$ cat src/rtl/edfrms_pkg.sv
// ----------------------------------------------------------------------------
// edfrms_pkg
// types and constants of the edf / rms job scheduler
// ----------------------------------------------------------------------------
package edfrms_pkg;

    localparam logic [1:0] FUNC_ADD    = 2'd0;
    localparam logic [1:0] FUNC_TICK   = 2'd1;
    localparam logic [1:0] FUNC_REPORT = 2'd2;

    localparam int CNT_SAT = 127;

    typedef struct packed {
        logic [1:0]  func;
        logic [3:0]  task_id;
        logic [15:0] release_req;
        logic [15:0] execution;
        logic [15:0] deadline;
        logic [15:0] period;
    } t_in;

    typedef struct packed {
        logic        accepted;
        logic        idle;
        logic [3:0]  run_task;
        logic [5:0]  run_slot;
        logic        job_finished;
        logic        finished_late;
        logic [15:0] executed_ticks;
        logic [6:0]  completed_jobs;
        logic [6:0]  missed_jobs;
        logic [6:0]  job_total;
    } t_out;

    // best candidate travelling along the cell row
    typedef struct packed {
        logic        vld;
        logic        found;
        logic [7:0]  slot;
        logic [3:0]  task_id;
        logic [15:0] release_t;
        logic [15:0] deadline;
        logic [15:0] period;
        logic [15:0] remaining;
    } t_cand;

    // broadcast control from the sequencer to every cell
    typedef struct packed {
        logic        wr_en;
        logic        dec_en;
        logic [7:0]  slot;
        logic        use_edf;
        logic [15:0] tick;
    } t_cell_ctl;

endpackage

$ cat src/rtl/edfrms_cell.sv
// ----------------------------------------------------------------------------
// edfrms_cell
// one job slot: holds the job and folds it into the passing candidate
// ----------------------------------------------------------------------------
module edfrms_cell
    import edfrms_pkg::*;
#(
    parameter int SLOT  = 0,
    parameter int CNT_W = 7
) (
    input  logic             i_clk,
    input  logic             i_rst_n,
    input  t_cell_ctl        i_ctl,
    input  t_in              i_wr_data,
    input  logic [CNT_W-1:0] i_cnt,
    input  t_cand            i_cand,
    output t_cand            o_cand
);

    logic [3:0]  r_task;
    logic [15:0] r_rel;
    logic [15:0] r_dl;
    logic [15:0] r_per;
    logic [15:0] r_rem;
    t_cand       r_cand;
    t_cand       n_cand;
    logic        w_hit;
    logic        w_elig;
    logic        w_beats;

    assign w_hit  = (i_ctl.slot == 8'(SLOT));
    assign w_elig = (CNT_W'(SLOT) < i_cnt) && (r_rel <= i_ctl.tick) && (r_rem != 16'd0);

    always_comb begin
        if (i_ctl.use_edf) begin
            w_beats = (r_dl < i_cand.deadline) ||
                      ((r_dl == i_cand.deadline) && (r_rel < i_cand.release_t));
        end else begin
            w_beats = (r_per < i_cand.period) ||
                      ((r_per == i_cand.period) && (r_dl < i_cand.deadline));
        end
        n_cand = i_cand;
        if (w_elig && (!i_cand.found || w_beats)) begin
            n_cand.found     = 1'b1;
            n_cand.slot      = 8'(SLOT);
            n_cand.task_id   = r_task;
            n_cand.release_t = r_rel;
            n_cand.deadline  = r_dl;
            n_cand.period    = r_per;
            n_cand.remaining = r_rem;
        end
    end

    always_ff @(posedge i_clk) begin
        if (!i_rst_n) begin
            r_cand.vld <= 1'b0;
        end else begin
            r_cand.vld <= n_cand.vld;
        end
        r_cand.found     <= n_cand.found;
        r_cand.slot      <= n_cand.slot;
        r_cand.task_id   <= n_cand.task_id;
        r_cand.release_t <= n_cand.release_t;
        r_cand.deadline  <= n_cand.deadline;
        r_cand.period    <= n_cand.period;
        r_cand.remaining <= n_cand.remaining;
        if (i_ctl.wr_en && w_hit) begin
            r_task <= i_wr_data.task_id;
            r_rel  <= i_wr_data.release_req;
            r_dl   <= i_wr_data.deadline;
            r_per  <= i_wr_data.period;
            r_rem  <= i_wr_data.execution;
        end else if (i_ctl.dec_en && w_hit) begin
            r_rem <= r_rem - 16'd1;
        end
    end

    assign o_cand = r_cand;

endmodule

$ cat config.mk
export PLATFORM = sky130hd
export DESIGN_NAME = edfrms_cell
export DESIGN_NICKNAME = d
export VERILOG_FILES = /design/src/rtl/edfrms_pkg.sv /design/src/rtl/edfrms_cell.sv
export SDC_FILE = /design/constraint.sdc
export NUM_CORES = 1
export LEC_CHECK = 0
export BUFFER_PORTS_ARGS = -buffer_cell sky130_fd_sc_hd__buf_2
export CELL_PAD_IN_SITES_DETAIL_PLACEMENT = 1
export CELL_PAD_IN_SITES_GLOBAL_PLACEMENT = 2
export CORE_MARGIN = 2
export CORE_UTILIZATION = 32
export DETAILED_ROUTE_END_ITERATION = 10
export PLACE_DENSITY = 0.84
export SYNTH_ARGS = -nofsm -noshare
export SYNTH_HDL_FRONTEND = slang
export SYNTH_SLANG_ARGS = --single-unit
$ cat constraint.sdc
create_clock -name i_clk -period 9.2 [get_ports i_clk]
set_clock_uncertainty 0.1 [all_clocks]
set_input_delay 1.84 -clock i_clk [delete_from_list [all_inputs] [get_ports i_clk]]
set_output_delay 1.84 -clock i_clk [all_outputs]
set_load 0.005 [all_outputs]
# Yosys cells after proc, flatten, opt, wreduce, memory -nomap -nowiden

Cells that the tools add are included.

Register bits: 146
Input bits: 184
Output and inout port bits: 78
Word-level logic and storage cells: 39

Add/sub/neg operators: 1
Order comparisons: 5
Equal/unequal tests: 2
Multiplexer cells: 4
Reduce and logical (&&, ||, !) cells: 14

Operators with widths:

| cell                  | number |
|---|---|
| $mux 68               | 1 |
| $lt 16x16->1          | 3 |
| $eq 16x16->1          | 2 |
| $mux 16               | 2 |
| $le 16x16->1          | 1 |
| $reduce_bool 16->1    | 1 |
| $sub 16x1->16 const B | 1 |
| $logic_not 8->1       | 1 |
| $logic_and 1x1->1     | 7 |
| $lt 1x7->1 const A    | 1 |
| $logic_or 1x1->1      | 3 |
| $reduce_bool 2->1     | 1 |
| $logic_not 1->1       | 1 |
| $mux 1                | 1 |

# Depth between registers and ports, before layout

Gate-level depths: netlist of run 1.

Depth after elaboration: 7
Depth in mapped cells: 11
Gate-level depth less buffers: 9

# Worst setup path after synthesis of run 1

No wires, ideal clock.

Path kind: in2reg
From: input port i_ctl[22] (netlist bit)
To: register r_rem[13], data pin
Library setup time: 0.343 ns
Arrival time: 4.479 ns
Data required time: 8.757 ns
Setup slack: 4.278 ns
Stages: 5
Path buffers: 1
Path through: nor4_1 > nand3_1 > inv_1 > clkbuf_1 > o21ai_0

Longest elaborated chain between the ends: 3

Ends and longest elaborated chain:

| what                   | RTL line          | source |
|---|---|---|
| start: declaration     | edfrms_cell.sv:13 | `input t_cell_ctl i_ctl,` |
| $logic_not 8->1        | edfrms_cell.sv:31 | `assign w_hit = (i_ctl.slot == 8'(SLOT));` |
| $logic_and 1x1->1      | edfrms_cell.sv:67 | `if (i_ctl.wr_en && w_hit) begin` |
| $mux 16                | edfrms_cell.sv:67 |  |
| end signal: assignment | edfrms_cell.sv:72 | `r_rem <= i_wr_data.execution;` |
| end signal: assignment | edfrms_cell.sv:74 | `r_rem <= r_rem - 16'd1;` |
| end: declaration       | edfrms_cell.sv:24 | `logic [15:0] r_rem;` |

Every way passes these cells.
A chain may end at the register's enable or synchronous reset.

==> impl_metrics.tcl, run 1 <==
set metrics [dict create \
    status "complete, no violations" \
    core_area_mm2 0.0202 \
    worst-endpoint-arrival_ns 5.47 \
    start_kind "primary input" \
    ant_nets 0 \
    cts_hold_buf 0 \
    tns_ns 0 \
    globalplace.congestion 0.746 \
    cts_root_buffer "clkbuf_16" \
    cts.clk_slew.worst_paths_ns 0.07 \
    grt_overflow 0 \
    cts_buffers 17 \
    setup_slack_ns 3.93 \
    die_area_mm2 0.0217 \
    die_y_um 147 \
    initial_core_util_pct 32.5 \
    dr.first_iter.drc_count 115 \
    path_max_fanout 45 \
    via_per_inst 4.57 \
    cts_resized 0 \
    synth-edff-count 68 \
    syn_inst 542 \
    power.density_mw_per_mm2 180 \
    synth_most_common_cell "dfxtp_1" \
    synth_common_cells "dfxtp_1 (78), inv_1 (70), edfxtp_1 (68), mux2_1 (68), ha_1 (64)" \
    cts_setup_buffers 0 \
    relSlewSlack_pct 22.1 \
    synth_top_cell_by_area "edfxtp_1" \
    ys_types 44 \
    routed_wl_um 17700 \
    critical_path_class "primary input to flip-flop" \
    die_w_um 147 \
    nNetsFinal 1060 \
    crit_required_ns 9.40 \
    fin_crit_sh_pct 57.2 \
    synth_area_mm2 0.00658 \
    wire_per_inst_um 16.2 \
    layout-drive-gt1-share_pct 36.1 \
    maxCapViolations 0 \
    first_pass_iters 4 \
    p_leak_nw 4.07 \
    finalInstanceArea_mm2 0.00877 \
    max_freq_mhz 190 \
    rsz0062_at_grt "no" \
    vias 5004 \
    grt_max_degree 67 \
    drv_slew 0 \
    placed_area_mm2 0.00816 \
    total_power_mw 1.58 \
    finalCriticalPeriod_ns 5.27 \
    yosysSeqAreaShare_pct 54.8 \
    timing.hold.ws_ns 0.347 \
    ys.flop_type "dfxtp_1" \
    portBuffers 259 \
    clock_latency_ns 0.42 \
    detailed_place_hpwl_um 13900 \
    tightest_slew_ns 1.16 \
    ys_top_cells_by_area "edfxtp_1 (31%), dfxtp_1 (24%), ha_1 (12%)" \
    grt_usage_pct 16.6 \
    antenna_found_initial 3 \
    cts_tree "done" \
    pre_cts_ws_ns 3.37 \
    setup_viol 0 \
    finalHoldViolCount 0 \
    grt_pass1_vias 5484 \
    peakVddDrop_mv 0.118 \
    cts_num_sinks 146 \
    hold_path_class "flip-flop to flip-flop" \
    ys_ff_latch 146 \
    htree_levels 4 \
    cts_buffer_depth 2 \
    avgSynthCellArea_um2 12.1 \
    areaGrowthSynthToFinish_pct 33.3 \
    grt_pass1_wl_um 27800 \
    yosys_warnings 0 \
    synthesis.nets 790 \
    yosysTopAreaCellShare_pct 31.0 \
    io_pins 262 \
    async_flop_share_pct 0 \
    endpoint_kind "flip-flop" \
    drc 0 \
    row_count 52 \
]
==> per-stage QoR <==
step                      util [%]  std cells
final                         43.3       1096
after global routing          43.3       1095
after CTS                     43.3       1095
after detailed placement      40.3       1063
after global placement        40.3       1063
after floorplan                  -        542
==> logic make-up after synthesis <==
family	synth area share (%)
adders and majority gates	12.2
DFF	54.8
xor gates and xnor gates	1.73
AOI/OAI and AO/OA	6.64
muxes	11.6
and+or+nand+nor	7.84
buffers and inverters	5.19
==> registers in the layout, indices dropped and copies added, names as in the netlist <==
name    count
o_cand     78
r_dl       16
r_per      16
r_rel      16
r_rem      16
r_task      4
==> power breakdown <==
group | internal (mW) | switching, mW
Combinational | 0.0786 | 0.0687
Sequential | 0.703 | 0.00633
Clock | 0.414 | 0.308
==> final timing paths <==
path / from / endpoint / slack (ns) / cells after the start
setup reg to reg: r_per[7] / o_cand[7] / 5.08 / 8
hold / removal: r_task[0] / o_cand[64] / 0.35 / 1
setup / recovery: i_cand[17] / o_cand[7] / 3.93 / 11
hold reg to reg: r_task[0] / o_cand[64] / 0.35 / 1
==> cell usage in the layout (no fill, tap or decap), types with 2 or more instances in the layout <==
| master | netlist | final |
|---|---|---|
| dfxtp_1 | 78 | 78 |
| a211oi_1 | 3 | 3 |
| inv_8 | 0 | 4 |
| inv_1 | 70 | 69 |
| mux2_1 | 68 | 68 |
| or4_1 | 2 | 2 |
| xnor2_1 | 10 | 10 |
| o21ai_1 | 2 | 2 |
| nand4_1 | 13 | 13 |
| buf_2 | 3 | 259 |
| xor2_1 | 3 | 3 |
| nor2b_1 | 4 | 4 |
| bufinv_16 | 0 | 2 |
| and2_1 | 9 | 9 |
| edfxtp_1 | 68 | 68 |
| nor3_1 | 5 | 5 |
| ha_1 | 64 | 64 |
| clkbuf_16 | 0 | 17 |
| a21o_1 | 6 | 6 |
| nand2_1 | 26 | 26 |
| inv_6 | 0 | 6 |
| buf_4 | 0 | 2 |
| nor4_1 | 8 | 8 |
| o21ai_0 | 15 | 15 |
| nand2b_1 | 2 | 2 |
| o211ai_1 | 2 | 2 |
| nor2_1 | 19 | 19 |
| a311oi_1 | 2 | 2 |
| nand3_1 | 4 | 4 |
| a21oi_1 | 32 | 32 |
==> routing by layer <==
metal  routed length [um]  track usage [%]  up-vias  part of all wire [%]
met1                 7390             19.3     2338                    42
met5                   13                0        -                 0.073
li1                     -                -     2472                     -
met2                 8550             28.5      175                    48
met3                 1540             6.51       17                   8.7
met4                  208             4.57        2                   1.2
==> critical path, cell delays in order <==
cell and delay [ns]:
buf_2 0.09, inv_1 0.04, ha_1 0.28, nor2b_1 0.14
o211ai_1 0.10, a2111o_1 0.38, a311oi_1 0.44, a21oi_1 0.18
o21ai_4 0.92, buf_4 0.65, mux2_1 0.38
==> area by class of cell <==
cell class              instances  area [um^2]
diodes                          1         2.50
multi-input cells             316         2640
repair buffers                261         1310
flip-flops and latches        146         3600
fillers                      2261        11500
clock inverters                15          186
clock buffers                  17          425
well taps                     270          338
inverters                      70          263
(Power assumes the default switching activity.)
==> inputs of run 2 (changes only) <==
--- a/config.mk
+++ b/config.mk
@@ -9,9 +9,9 @@
 export CELL_PAD_IN_SITES_DETAIL_PLACEMENT = 1
 export CELL_PAD_IN_SITES_GLOBAL_PLACEMENT = 2
 export CORE_MARGIN = 2
-export CORE_UTILIZATION = 32
+export CORE_UTILIZATION = 27
 export DETAILED_ROUTE_END_ITERATION = 10
-export PLACE_DENSITY = 0.84
+export PLACE_DENSITY = 0.76
 export SYNTH_ARGS = -nofsm -noshare
 export SYNTH_HDL_FRONTEND = slang
 export SYNTH_SLANG_ARGS = --single-unit
==> constraint.sdc (replaced) <==
create_clock -name i_clk -period 4.3 [get_ports i_clk]
set_clock_uncertainty 0.1 [all_clocks]
set_input_delay 0.86 -clock i_clk [delete_from_list [all_inputs] [get_ports i_clk]]
set_output_delay 0.86 -clock i_clk [all_outputs]
set_load 0.005 [all_outputs]
==> impl_metrics.tcl, run 2 (synthesis gave the netlist of run 1 again) <==
set metrics [dict create \
    status "complete, no violations" \
    finalHoldViolCount 0 \
    portBuffers 259 \
    total_power_mw 3.32 \
    fin_crit_sh_pct 76.0 \
    hold_depth 1 \
    final_cell_count_no_fill 1155 \
    rsz0062_at_grt "no" \
    clock_latency_ns 0.43 \
    final_common_cell "buf_2" \
    setup_viol 0 \
    timing.hold.ws_ns 0.358 \
    cp_slowest_stage_delay_ns 0.42 \
    relSlewSlack_pct 55.4 \
    row_count 57 \
    placed_area_mm2 0.00828 \
    core_area_mm2 0.0241 \
    dr.first_iter.drc_count 141 \
    grt_usage_pct 14.3 \
    cp_cell_sequence "buf_2 -> inv_1 -> ha_1 -> nand4_1 -> a2111o_1 -> a311oi_1 -> a21oi_1 -> o21ai_4 -> buf_12 -> mux2_1" \
    finalCriticalPeriod_ns 3.27 \
    path_max_fanout 69 \
    cp.depth 10 \
    tightest_slew_ns 0.669 \
    critical_path_class "primary input to flip-flop" \
    grt_pass1_vias 5429 \
    slowest_stage "a311oi_1" \
    drv_slew 0 \
    first_pass_iters 4 \
    antenna_found_initial 3 \
    io_pins 262 \
    detailed_place_hpwl_um 14200 \
    cts_setup_buffers 0 \
    hold_path_class "flip-flop to flip-flop" \
    fill_cells 2800 \
    grt_overflow 0 \
    worst-path-buf-inv 3 \
    via_per_inst 4.31 \
    initial_core_util_pct 27.3 \
    crit_required_ns 4.51 \
    dp_cells 1120 \
    cts_buffer_depth 2 \
    cts_hold_buf 0 \
    cts.clk_slew.worst_paths_ns 0.07 \
    die_area_mm2 0.0256 \
    largest_reg_flops 78 \
    reg2regPathDepth 8 \
    routed_wl_um 18100 \
    vias 4981 \
    layout-drive-gt1-share_pct 36.1 \
    cts_num_sinks 146 \
    pre_cts_ws_ns 0.601 \
    areaGrowthSynthToFinish_pct 34.8 \
    cts_tree "done" \
    utilization_pct 36.8 \
    grt_pass1_wl_um 28500 \
    cts_buffers 17 \
    peakVddDrop_mv 0.190 \
    max_freq_mhz 306 \
    wire_per_inst_um 15.7 \
    htree_levels 4 \
    ant_nets 0 \
    p_leak_nw 4.06 \
    globalplace.congestion 0.725 \
    worst-endpoint-arrival_ns 3.47 \
    grt_max_degree 70 \
    critPathTopFamily "compound AO/OA/AOI/OAI gates" \
    drc 0 \
    final_cell_mix "buf_2 (259), dfxtp_1 (78), inv_1 (69)" \
    maxCapViolations 0 \
    cts_resized 0 \
    nNetsFinal 1063 \
    cts_root_buffer "clkbuf_16" \
    finalInstanceArea_mm2 0.00887 \
    start_kind "primary input" \
    die_y_um 160 \
    tns_ns 0 \
    die_w_um 160 \
    power.density_mw_per_mm2 375 \
    setup_slack_ns 1.03 \
    endpoint_kind "flip-flop" \
]
run 2: changes by cell type in the layout (fill, tap and decap cells not counted):
| cell | delta |
|---|---|
| buf_12 | +3 |
| inv_6 | -1 |
| clkbuf_16 | +1 |
| diode_2 | +2 |
| clkinvlp_4 | +2 |
| clkinv_2 | +1 |
| bufinv_16 | -1 |
| clkbuf_1 | +2 |
| inv_8 | -3 |
| clkinv_8 | -1 |
run 2: layer usage:
| layer | share of wire [%] | GRT usage, % | vias up | wire, um |
|---|---|---|---|---|
| met3 | 7.5 | 5.17 | 20 | 1360 |
| li1 | - | - | 2479 | - |
| met1 | 42 | 16.8 | 2311 | 7680 |
| met2 | 49 | 24.4 | 169 | 8800 |
| met4 | 1.3 | 4.46 | 2 | 241 |
| met5 | 0.072 | 0 | - | 13 |
run 2: area by class of cell:
class | count | area [um^2] | area share (%)
repair buffers | 264 | 1370 | 15.5
clock inverters | 12 | 118 | 1.33
diodes | 3 | 7.51 | 0.0847
flip-flops and latches | 146 | 3600 | 40.6
clock buffers | 20 | 458 | 5.17
well taps | 324 | 405 | 4.57
multi-input cells | 316 | 2640 | 29.8
inverters | 70 | 263 | 2.96
run 2: power by group:
group	switching [mW]	leakage [nW]	internal, mW
logic	0.147	2.52	0.171
clock network	0.643	0.275	0.843
registers	0.0139	1.27	1.51
run 2: path summary, 6_finish.rpt:
| check | from | end | slack, ns |
|---|---|---|---|
| setup reg to reg | r_per[14] | o_cand[23] | 1.18 |
| hold reg to reg | r_task[2] | o_cand[66] | 0.36 |
| hold / removal | r_task[2] | o_cand[66] | 0.36 |
| setup / recovery | i_cand[30] | o_cand[23] | 1.03 |
==> inputs of run 3 (changes only) <==
==> constraint.sdc (replaced) <==
create_clock -name i_clk -period 2.63 [get_ports i_clk]
set_clock_uncertainty 0.1 [all_clocks]
set_input_delay 0.526 -clock i_clk [delete_from_list [all_inputs] [get_ports i_clk]]
set_output_delay 0.526 -clock i_clk [all_outputs]
set_load 0.005 [all_outputs]
==> impl_metrics.tcl, run 3 (synthesis gave the netlist of run 1 again) <==
set metrics [dict create \
    final_cell_mix "buf_2 (259), dfxtp_1 (78), inv_1 (68), edfxtp_1 (68), ha_1 (62)" \
    nNetsFinal 1126 \
    drc 0 \
    grt_pass1_wl_um 29000 \
    crit_required_ns 2.83 \
    globalplace.congestion 0.711 \
    dr.first_iter.drc_count 158 \
    utilization_pct 40.8 \
    io_pins 262 \
    cts_buffers 17 \
    fin_crit_sh_pct 111 \
    row_count 57 \
    tightest_slew_ns 0.358 \
    grt_usage_pct 14.5 \
    cts.clk_slew.worst_paths_ns 0.07 \
    cts_num_sinks 146 \
    worst-endpoint-arrival_ns 3.11 \
    start_kind "flip-flop" \
    peakVddDrop_mv 0.361 \
    clock_latency_ns 0.42 \
    drv_slew 0 \
    final_cell_count_no_fill 1216 \
    via_per_inst 4.30 \
    maxCapViolations 0 \
    max_freq_mhz 343 \
    grt_max_degree 36 \
    initial_core_util_pct 27.3 \
    finalCriticalPeriod_ns 2.91 \
    timing.hold.ws_ns 0.177 \
    finalHoldViolCount 0 \
    routed_wl_um 19900 \
    htree_levels 4 \
    grt_pass1_vias 5717 \
    ant_nets 0 \
    antenna_found_initial 2 \
    vias 5228 \
    p_leak_nw 4.71 \
    status "finished with violations" \
    setup_slack_ns -0.283 \
    areaGrowthSynthToFinish_pct 49.6 \
    total_power_mw 5.86 \
    cts_root_buffer "clkbuf_16" \
    violations "setup timing" \
    endpoint_kind "flip-flop" \
    core_area_mm2 0.0241 \
    cts_tree "done" \
    critical_path_class "flip-flop to flip-flop" \
    hold_path_class "primary input to flip-flop" \
    r2r_slack_ns -0.28 \
    largest_reg_flops 78 \
    pre_cts_ws_ns -0.558 \
    relSlewSlack_pct 75.8 \
    path_max_fanout 6 \
    rsz0062_at_grt "yes" \
    grt_overflow 0 \
    cts_buffer_depth 2 \
    cts_hold_buf 0 \
    wire_per_inst_um 16.3 \
    die_y_um 160 \
    detailed_place_hpwl_um 14400 \
    dp_cells 1169 \
    setup_viol 76 \
    first_pass_iters 6 \
    layout-drive-gt1-share_pct 48.4 \
    portBuffers 259 \
    die_area_mm2 0.0256 \
    power.density_mw_per_mm2 596 \
    final_common_cell "buf_2" \
    die_w_um 160 \
]
## run 3: changes by cell type in the layout (fill, tap and decap cells not counted), moves of 3 or more
cell	delta
clkbuf_16	+4
buf_8	+3
mux2_4	+57
bufinv_16	+3
clkinv_4	+3
buf_4	+52
mux2_1	-57
## run 3: what timing repair did
item | CTS | global route
gates cloned | 0 | 8
pin swaps | 0 | 5
gates resized for setup | 0 | 70
endpoints found under the setup margin | 76 | 76
buffers inserted | 0 | 7
## run 3: path summary, 6_finish.rpt
| kind | startpoint | end | depth (start not counted) |
|---|---|---|---|
| setup / recovery | r_per[11] | o_cand[29] | 9 |
| hold / removal | i_wr_data[4] | r_per[4] | 1 |
| setup reg to reg | r_per[11] | o_cand[29] | 9 |
| hold reg to reg | r_task[3] | o_cand[67] | 1 |
## run 3: final cells by class
class	instances	area (um^2)
clock buffers	18	439
diodes	1	2.50
clock inverters	14	201
inverters	70	275
flip-flops and latches	146	3600
multi-input cells	316	2930
repair buffers	327	1980
fillers	2737	14300
well taps	324	405
## run 3: layer usage
metal	GRT usage, %	vias to the layer above	share of wire, %
met2	25.7	153	50
met5	0	-	0.081
met4	3.81	2	0.88
li1	-	2604	-
met3	5.06	16	6.3
met1	16.5	2453	42
## run 3: power breakdown
part | total, mW | switching [mW] | leakage, nW | internal [mW]
Clock | 2.65 | 1.02 | 0.308 | 1.63
Sequential | 2.49 | 0.0236 | 1.27 | 2.46
Combinational | 0.725 | 0.301 | 3.13 | 0.423
Total | 5.86 | 1.35 | 4.71 | 4.51
## run 3: stage by stage
step / TNS, ns / cell area, um^2
after floorplan: -5.24 / 6630
after global placement: -32.77 / 8710
after detailed placement: -38.80 / 8710
after CTS: -17.70 / 9350
after global routing: -25.01 / 9830
final: -17.11 / 9840
## run 3: worst max-delay path: stages, from the launching register on
cell and delay [ns]:
edfxtp_1 0.42, ha_1 0.32, nand4_1 0.16, a2111o_1 0.45, a311oi_4 0.33, a211oi_2 0.11, o21ai_4 0.22, buf_8 0.19
clkbuf_16 0.17, mux2_1 0.31
